**config.mk**
```make
export PLATFORM = sky130hd
export DESIGN_NAME = rmset_ctrl
export DESIGN_NICKNAME = d
export VERILOG_FILES = /design/src/hw/rtl/rmset_pkg.sv /design/src/hw/rtl/rmset_ctrl.sv
export SDC_FILE = /design/constraint.sdc
export NUM_CORES = 1
export LEC_CHECK = 0
export BUFFER_PORTS_ARGS = -buffer_cell sky130_fd_sc_hd__buf_4
export CORE_MARGIN = 5
export CORE_UTILIZATION = 57
export CTS_BUF_LIST = sky130_fd_sc_hd__clkbuf_4
export DETAILED_ROUTE_END_ITERATION = 16
export PLACE_DENSITY = 0.83
export SLEW_MARGIN = 20
export SYNTH_ARGS = -nofsm -noshare
export SYNTH_HDL_FRONTEND = slang
export SYNTH_SLANG_ARGS = --single-unit
```
**constraint.sdc**
```tcl
create_clock -name clk -period 2.9 [get_ports clk]
set_clock_uncertainty 0.1 [all_clocks]
set_input_delay 0.145 -clock clk [delete_from_list [all_inputs] [get_ports clk]]
set_output_delay 0.145 -clock clk [all_outputs]
set_load 0.02 [all_outputs]
```
**src/hw/rtl/rmset_pkg.sv**
```systemverilog
`timescale 1ns / 1ps
// ----------------------------------------------------------------------------
// rmset_pkg
// Constants, codes and control structs of the RMS emittance / Twiss unit.
// ----------------------------------------------------------------------------
package rmset_pkg;

  localparam int FRAC_BITS     = 16;
  localparam int CNT_W         = 21;
  localparam int MAX_PARTICLES = 1048576;
  localparam int CNT_MAX       = (1 << CNT_W) - 1;
  localparam logic [CNT_W-1:0] CNT_LIMIT =
    CNT_W'((MAX_PARTICLES < CNT_MAX) ? MAX_PARTICLES : CNT_MAX);
  localparam int DIV_STEPS  = 64;
  localparam int SQRT_STEPS = 64;

  typedef enum logic [5:0] {
    ST_IDLE, ST_CHECK,
    ST_SLX_GO, ST_SLX_WT, ST_SLY_GO, ST_SLY_WT,
    ST_PMUL, ST_PDRAIN, ST_LOR_GO, ST_LOR_WT, ST_LASTCHK,
    ST_PLANE, ST_WMUL, ST_WDRAIN, ST_WCHK,
    ST_EM_SQ_GO, ST_EM_SQ_WT, ST_EM_DV_GO, ST_EM_DV_WT, ST_ECHK,
    ST_DEN, ST_DEN_WT,
    ST_BETA_GO, ST_BETA_WT, ST_GAMMA_GO, ST_GAMMA_WT, ST_ALPHA_GO, ST_ALPHA_WT,
    ST_ZERO, ST_NEXT, ST_MEAN_GO, ST_MEAN_WT, ST_OUT
  } state_t;

  typedef enum logic [4:0] {
    MO_PXX, MO_PYY, MO_PZZ,
    MO_XX, MO_XSXS, MO_XXS,
    MO_YY, MO_YSYS, MO_YYS,
    MO_A00, MO_A01, MO_A10, MO_A11,
    MO_B00, MO_B01, MO_B10, MO_B11,
    MO_DEN
  } mul_op_t;

  typedef enum logic [2:0] {
    DV_SLX, DV_SLY, DV_EMIT, DV_BETA, DV_GAMMA, DV_ALPHA, DV_MEAN
  } div_op_t;

  typedef enum logic {
    SQ_LOR, SQ_EMIT
  } sqrt_op_t;

  typedef struct packed {
    logic     load;
    logic     flag_bad;
    logic     mul_go;
    mul_op_t  mul_op;
    logic     div_go;
    div_op_t  div_op;
    logic     sqrt_go;
    sqrt_op_t sqrt_op;
    logic     plane;
    logic     clr_wide;
    logic     plane_zero;
    logic     out_load;
  } cmd_t;

  typedef struct packed {
    logic pz_bad;
    logic cnt_full;
    logic cnt_zero;
    logic last;
    logic div_done;
    logic sqrt_done;
    logic wide_neg;
    logic emit_zero;
    logic out_busy;
  } sts_t;

  typedef struct packed {
    logic        [31:0]      emit_x;
    logic        [31:0]      beta_x;
    logic signed [31:0]      alpha_x;
    logic        [31:0]      twiss_gamma_x;
    logic        [31:0]      emit_y;
    logic        [31:0]      beta_y;
    logic signed [31:0]      alpha_y;
    logic        [31:0]      twiss_gamma_y;
    logic        [31:0]      mean_lorentz;
    logic        [CNT_W-1:0] particle_count;
    logic        [1:0]       status;
  } result_t;

endpackage

```
**src/hw/rtl/rmset_ctrl.sv**
```systemverilog
`timescale 1ns / 1ps
// ----------------------------------------------------------------------------
// rmset_ctrl
// Sequencer: steps the datapath through slopes, products, square roots and
// the per plane reduction on the last item.
// ----------------------------------------------------------------------------
module rmset_ctrl
  import rmset_pkg::*;
(
  input  logic clk,
  input  logic rst_n,
  input  logic in_valid,
  output logic in_ready,
  output cmd_t cmd,
  input  sts_t sts
);

  state_t  state_r, state_nxt;
  mul_op_t mop_r, mop_nxt;
  logic    plane_r, plane_nxt;

  always_ff @(posedge clk) begin
    if (!rst_n) begin
      state_r <= ST_IDLE;
      mop_r   <= MO_PXX;
      plane_r <= 1'b0;
    end else begin
      state_r <= state_nxt;
      mop_r   <= mop_nxt;
      plane_r <= plane_nxt;
    end
  end

  // Next state
  always_comb begin
    state_nxt = state_r;
    mop_nxt   = mop_r;
    plane_nxt = plane_r;
    unique case (state_r)
      ST_IDLE:     if (in_valid) state_nxt = ST_CHECK;
      ST_CHECK: begin
        if (sts.pz_bad || sts.cnt_full) begin
          state_nxt = ST_LASTCHK;
        end else begin
          state_nxt = ST_SLX_GO;
        end
      end
      ST_SLX_GO:   state_nxt = ST_SLX_WT;
      ST_SLX_WT:   if (sts.div_done) state_nxt = ST_SLY_GO;
      ST_SLY_GO:   state_nxt = ST_SLY_WT;
      ST_SLY_WT: begin
        if (sts.div_done) begin
          state_nxt = ST_PMUL;
          mop_nxt   = MO_PXX;
        end
      end
      ST_PMUL: begin
        if (mop_r == MO_YYS) begin
          state_nxt = ST_PDRAIN;
        end else begin
          mop_nxt = mul_op_t'(5'(mop_r + 5'd1));
        end
      end
      ST_PDRAIN:   state_nxt = ST_LOR_GO;
      ST_LOR_GO:   state_nxt = ST_LOR_WT;
      ST_LOR_WT:   if (sts.sqrt_done) state_nxt = ST_LASTCHK;
      ST_LASTCHK: begin
        if (sts.last) begin
          state_nxt = ST_PLANE;
          plane_nxt = 1'b0;
        end else begin
          state_nxt = ST_IDLE;
        end
      end
      ST_PLANE: begin
        if (sts.cnt_zero) begin
          state_nxt = ST_ZERO;
        end else begin
          state_nxt = ST_WMUL;
          mop_nxt   = MO_A00;
        end
      end
      ST_WMUL: begin
        if (mop_r == MO_B11) begin
          state_nxt = ST_WDRAIN;
        end else begin
          mop_nxt = mul_op_t'(5'(mop_r + 5'd1));
        end
      end
      ST_WDRAIN:   state_nxt = ST_WCHK;
      ST_WCHK:     state_nxt = sts.wide_neg ? ST_ZERO : ST_EM_SQ_GO;
      ST_EM_SQ_GO: state_nxt = ST_EM_SQ_WT;
      ST_EM_SQ_WT: if (sts.sqrt_done) state_nxt = ST_EM_DV_GO;
      ST_EM_DV_GO: state_nxt = ST_EM_DV_WT;
      ST_EM_DV_WT: if (sts.div_done) state_nxt = ST_ECHK;
      ST_ECHK:     state_nxt = sts.emit_zero ? ST_ZERO : ST_DEN;
      ST_DEN:      state_nxt = ST_DEN_WT;
      ST_DEN_WT:   state_nxt = ST_BETA_GO;
      ST_BETA_GO:  state_nxt = ST_BETA_WT;
      ST_BETA_WT:  if (sts.div_done) state_nxt = ST_GAMMA_GO;
      ST_GAMMA_GO: state_nxt = ST_GAMMA_WT;
      ST_GAMMA_WT: if (sts.div_done) state_nxt = ST_ALPHA_GO;
      ST_ALPHA_GO: state_nxt = ST_ALPHA_WT;
      ST_ALPHA_WT: if (sts.div_done) state_nxt = ST_NEXT;
      ST_ZERO:     state_nxt = ST_NEXT;
      ST_NEXT: begin
        if (!plane_r) begin
          plane_nxt = 1'b1;
          state_nxt = ST_PLANE;
        end else begin
          state_nxt = sts.cnt_zero ? ST_OUT : ST_MEAN_GO;
        end
      end
      ST_MEAN_GO:  state_nxt = ST_MEAN_WT;
      ST_MEAN_WT:  if (sts.div_done) state_nxt = ST_OUT;
      ST_OUT:      if (!sts.out_busy) state_nxt = ST_IDLE;
      default:     state_nxt = ST_IDLE;
    endcase
  end

  // Outputs: commands for the datapath
  always_comb begin
    cmd       = '0;
    cmd.plane = plane_r;
    in_ready  = 1'b0;
    unique case (state_r)
      ST_IDLE: begin
        in_ready = 1'b1;
        cmd.load = in_valid;
      end
      ST_CHECK:    cmd.flag_bad = sts.pz_bad;
      ST_SLX_GO: begin
        cmd.div_go = 1'b1;
        cmd.div_op = DV_SLX;
      end
      ST_SLY_GO: begin
        cmd.div_go = 1'b1;
        cmd.div_op = DV_SLY;
      end
      ST_PMUL, ST_WMUL: begin
        cmd.mul_go = 1'b1;
        cmd.mul_op = mop_r;
      end
      ST_LOR_GO: begin
        cmd.sqrt_go = 1'b1;
        cmd.sqrt_op = SQ_LOR;
      end
      ST_PLANE:    cmd.clr_wide = 1'b1;
      ST_EM_SQ_GO: begin
        cmd.sqrt_go = 1'b1;
        cmd.sqrt_op = SQ_EMIT;
      end
      ST_EM_DV_GO: begin
        cmd.div_go = 1'b1;
        cmd.div_op = DV_EMIT;
      end
      ST_DEN: begin
        cmd.mul_go = 1'b1;
        cmd.mul_op = MO_DEN;
      end
      ST_BETA_GO: begin
        cmd.div_go = 1'b1;
        cmd.div_op = DV_BETA;
      end
      ST_GAMMA_GO: begin
        cmd.div_go = 1'b1;
        cmd.div_op = DV_GAMMA;
      end
      ST_ALPHA_GO: begin
        cmd.div_go = 1'b1;
        cmd.div_op = DV_ALPHA;
      end
      ST_ZERO:     cmd.plane_zero = 1'b1;
      ST_MEAN_GO: begin
        cmd.div_go = 1'b1;
        cmd.div_op = DV_MEAN;
      end
      ST_OUT:      cmd.out_load = !sts.out_busy;
      default: ;
    endcase
  end

endmodule

```
==> results.py <==
metrics = {
    "run_status": {
        "status": "completed",
    },
    "clock_tree": {
        "clk_path_buf_depth": 2,
        "clk_latency_ns": 0.27,
        "cts.sinks": 12,
        "cts_htree_levels": 1,
        "cts_resized": 0,
        "cts_tree": "done",
        "path_clk_slew_ns": 0.08,
        "cts-root-buf": "clkbuf_4",
        "postCtsHoldBufs": 0,
        "cts_setup_buffers": 0,
        "cts-buffers-inserted": 3,
    },
    "drt": {
        "drtIter0Drc": 122,
        "via_count": 1679,
        "vias_per_cell": 6.34,
        "routed_wl_um": 4470,
        "post_drt_wl_per_cell_um": 16.9,
        "firstDrtPassIters": 7,
        "drc": 0,
        "ant_nets": 0,
    },
    "sta": {
        "hold_ws_ns": 0.0541,
        "tightest_slew_ns": 0.858,
        "setup_viol": 0,
        "setup_tns_ns": 0,
        "hold_viol": 0,
        "setup_slack_ns": 0.321,
        "fin_crit_sh": 0.889,
        "slew_headroom": 0.427,
        "drv_slew": 0,
        "max_freq_ghz": 0.388,
        "layout_min_cycle_time_ns": 2.58,
        "rsz0062_at_grt": "no",
    },
    "final_layout": {
        "area_delta_synth_final_pct": 17.1,
        "design_area_mm2": 0.00171,
        "post-route-util": 0.696,
        "layout_commonest_cell": "buf_4",
        "drive_above_1_share": 0.200,
        "final_nets": 250,
        "instances_no_fill": 265,
        "nFillCells": 200,
        "final_cell_mix": "buf_4, nor2_1, nand2_1, o21ai_0, dfxtp_1",
        "diodes": 0,
    },
    "placed_design": {
        "dpl.cell_count": 261,
        "hpwl_um": 3410,
        "dpl_cell_area_mm2": 0.00168,
        "placement.io_buffers": 30,
        "dp_worst_setup_slack_ns": 0.404,
        "gp_congestion": 0.923,
    },
    "synth": {
        "ys_ff_latch": 12,
        "yosys_warnings": 0,
        "synth-simple-area-share": 0.370,
        "ys.flop_type": "dfxtp_1",
        "yosys-mux-area-fraction": 0.0488,
        "synth-async-reset-ratio": 0,
        "netlist_instances": 212,
        "synth_top_family_by_area": "simple AND/OR/NAND/NOR gates",
        "ys_types": 56,
        "synth.cell_area_mm2": 0.00146,
        "syn_nets": 226,
        "synth_fa_ha_area_frac": 0.0171,
        "synth_edf_count": 0,
        "synthXorXnorAreaFrac": 0.0240,
        "avgSynthCellArea_um2": 6.89,
        "yosysSeqAreaShare": 0.165,
        "synth_compound_area_frac": 0.278,
    },
    "critical_path": {
        "arrival_ns": 2.33,
        "worstReg2RegStart": "state_r[1]$_SDFFE_PN0P_",
        "cp.required_ns": 2.65,
        "rr_endpoint": "state_r[3]$_SDFFE_PN0P_",
        "ff2ff_setup_slack_ns": 0.34,
        "crit_start": "state_r[1]$_SDFFE_PN0P_",
        "end_kind": "primary output",
        "critPathKind": "flop to primary output",
        "rr_worst_depth": 5,
        "cp-start-kind": "flop",
        "cp_max_fo": 25,
        "crit_end": "cmd[13]",
    },
    "floorplan": {
        "dieArea_mm2": 0.00367,
        "start_util": 0.595,
        "rows": 18,
        "io_pins": 31,
        "core_mm2": 0.00245,
        "fp.dieH_um": 60.6,
        "die_x_um": 60.6,
    },
    "grt": {
        "grt_pass1_wl_um": 7380,
        "grt_usage": 0.258,
        "gr-total-overflow": 0,
        "antenna_found_initial": 0,
        "grt_pass1_vias": 1621,
        "grt_max_degree": 26,
    },
    "power_and_ir_drop": {
        "power_density_mw_per_mm2": 696,
        "peakVddDrop_uv": 463,
        "finalPower_mw": 1.19,
        "p_leak_nw": 0.712,
    },
    "worst_hold_path": {
        "hold_class": "input port to flop",
    },
    "run": {
        "maxCapViolations": 0,
    },
}
[state kept, by name, indices dropped and copies added, names as in the netlist]
| name | count |
|---|---|
| mop_r | 5 |
| plane_r | 1 |
| state_r | 6 |
[cells by family after synthesis]
logic type | count (synthesis)
compound gates | 61
xor+xnor | 4
flops | 12
mux | 7
buf+inv | 30
fa+ha+maj | 2
simple gates | 96
[per-layer routing]
metal	routed length (µm)	global-route usage
met1	1830	0.321
met2	2240	0.432
met3	350	0.0298
met4	58	0.142
met5	0	0
[final cells by class]
type | instances | area (µm²) | area share
clock inverters | 1 | 3.75 | 0.00220
multi-input cells | 170 | 1080 | 0.631
inverters | 11 | 41.3 | 0.0242
well taps | 30 | 37.5 | 0.0220
clock buffers | 3 | 22.5 | 0.0132
flip-flops and latches | 12 | 240 | 0.141
repair buffers | 38 | 285 | 0.167
[critical path: stages (launching register included)]
cell and delay [ns]:
dfxtp_1 0.88, or2_2 0.33, a2bb2oi_1 0.57, nor2_1 0.10, buf_4 0.18
[cells in the mapped netlist (4+ instances only)]
cell,instances,area share
nand2b_1,5,0.021
and2_1,4,0.017
nor2_1,22,0.057
a21oi_1,11,0.038
clkbuf_1,7,0.018
o21ai_0,14,0.048
inv_1,11,0.028
nand2_1,16,0.041
nor3_1,4,0.014
nor4_1,6,0.026
buf_2,5,0.017
nand3_1,8,0.027
dfxtp_1,12,0.16
a22oi_1,4,0.021
nor2b_1,9,0.039
a211oi_1,4,0.021
mux2i_1,6,0.041
[worst min path at each step]
stage	from	endpoint	slack [ns]	cells past startpoint
after floorplan	sts[0]	state_r[5]$_SDFFE_PN0P_	0.20	2
after global placement	sts[0]	state_r[5]$_SDFFE_PN0P_	0.33	3
after detailed placement	sts[0]	state_r[5]$_SDFFE_PN0P_	0.34	3
after CTS	sts[0]	state_r[5]$_SDFFE_PN0P_	0.04	3
after global routing	sts[0]	state_r[5]$_SDFFE_PN0P_	0.08	3
final	sts[0]	state_r[5]$_SDFFE_PN0P_	0.05	3
[report_power, final]
group          total (mW)  switching, mW  internal, mW
combinational       0.774          0.439         0.335
clock               0.105         0.0552        0.0497
sequential          0.312          0.120         0.192
No activity file was read; power rests on OpenSTA's default activity.
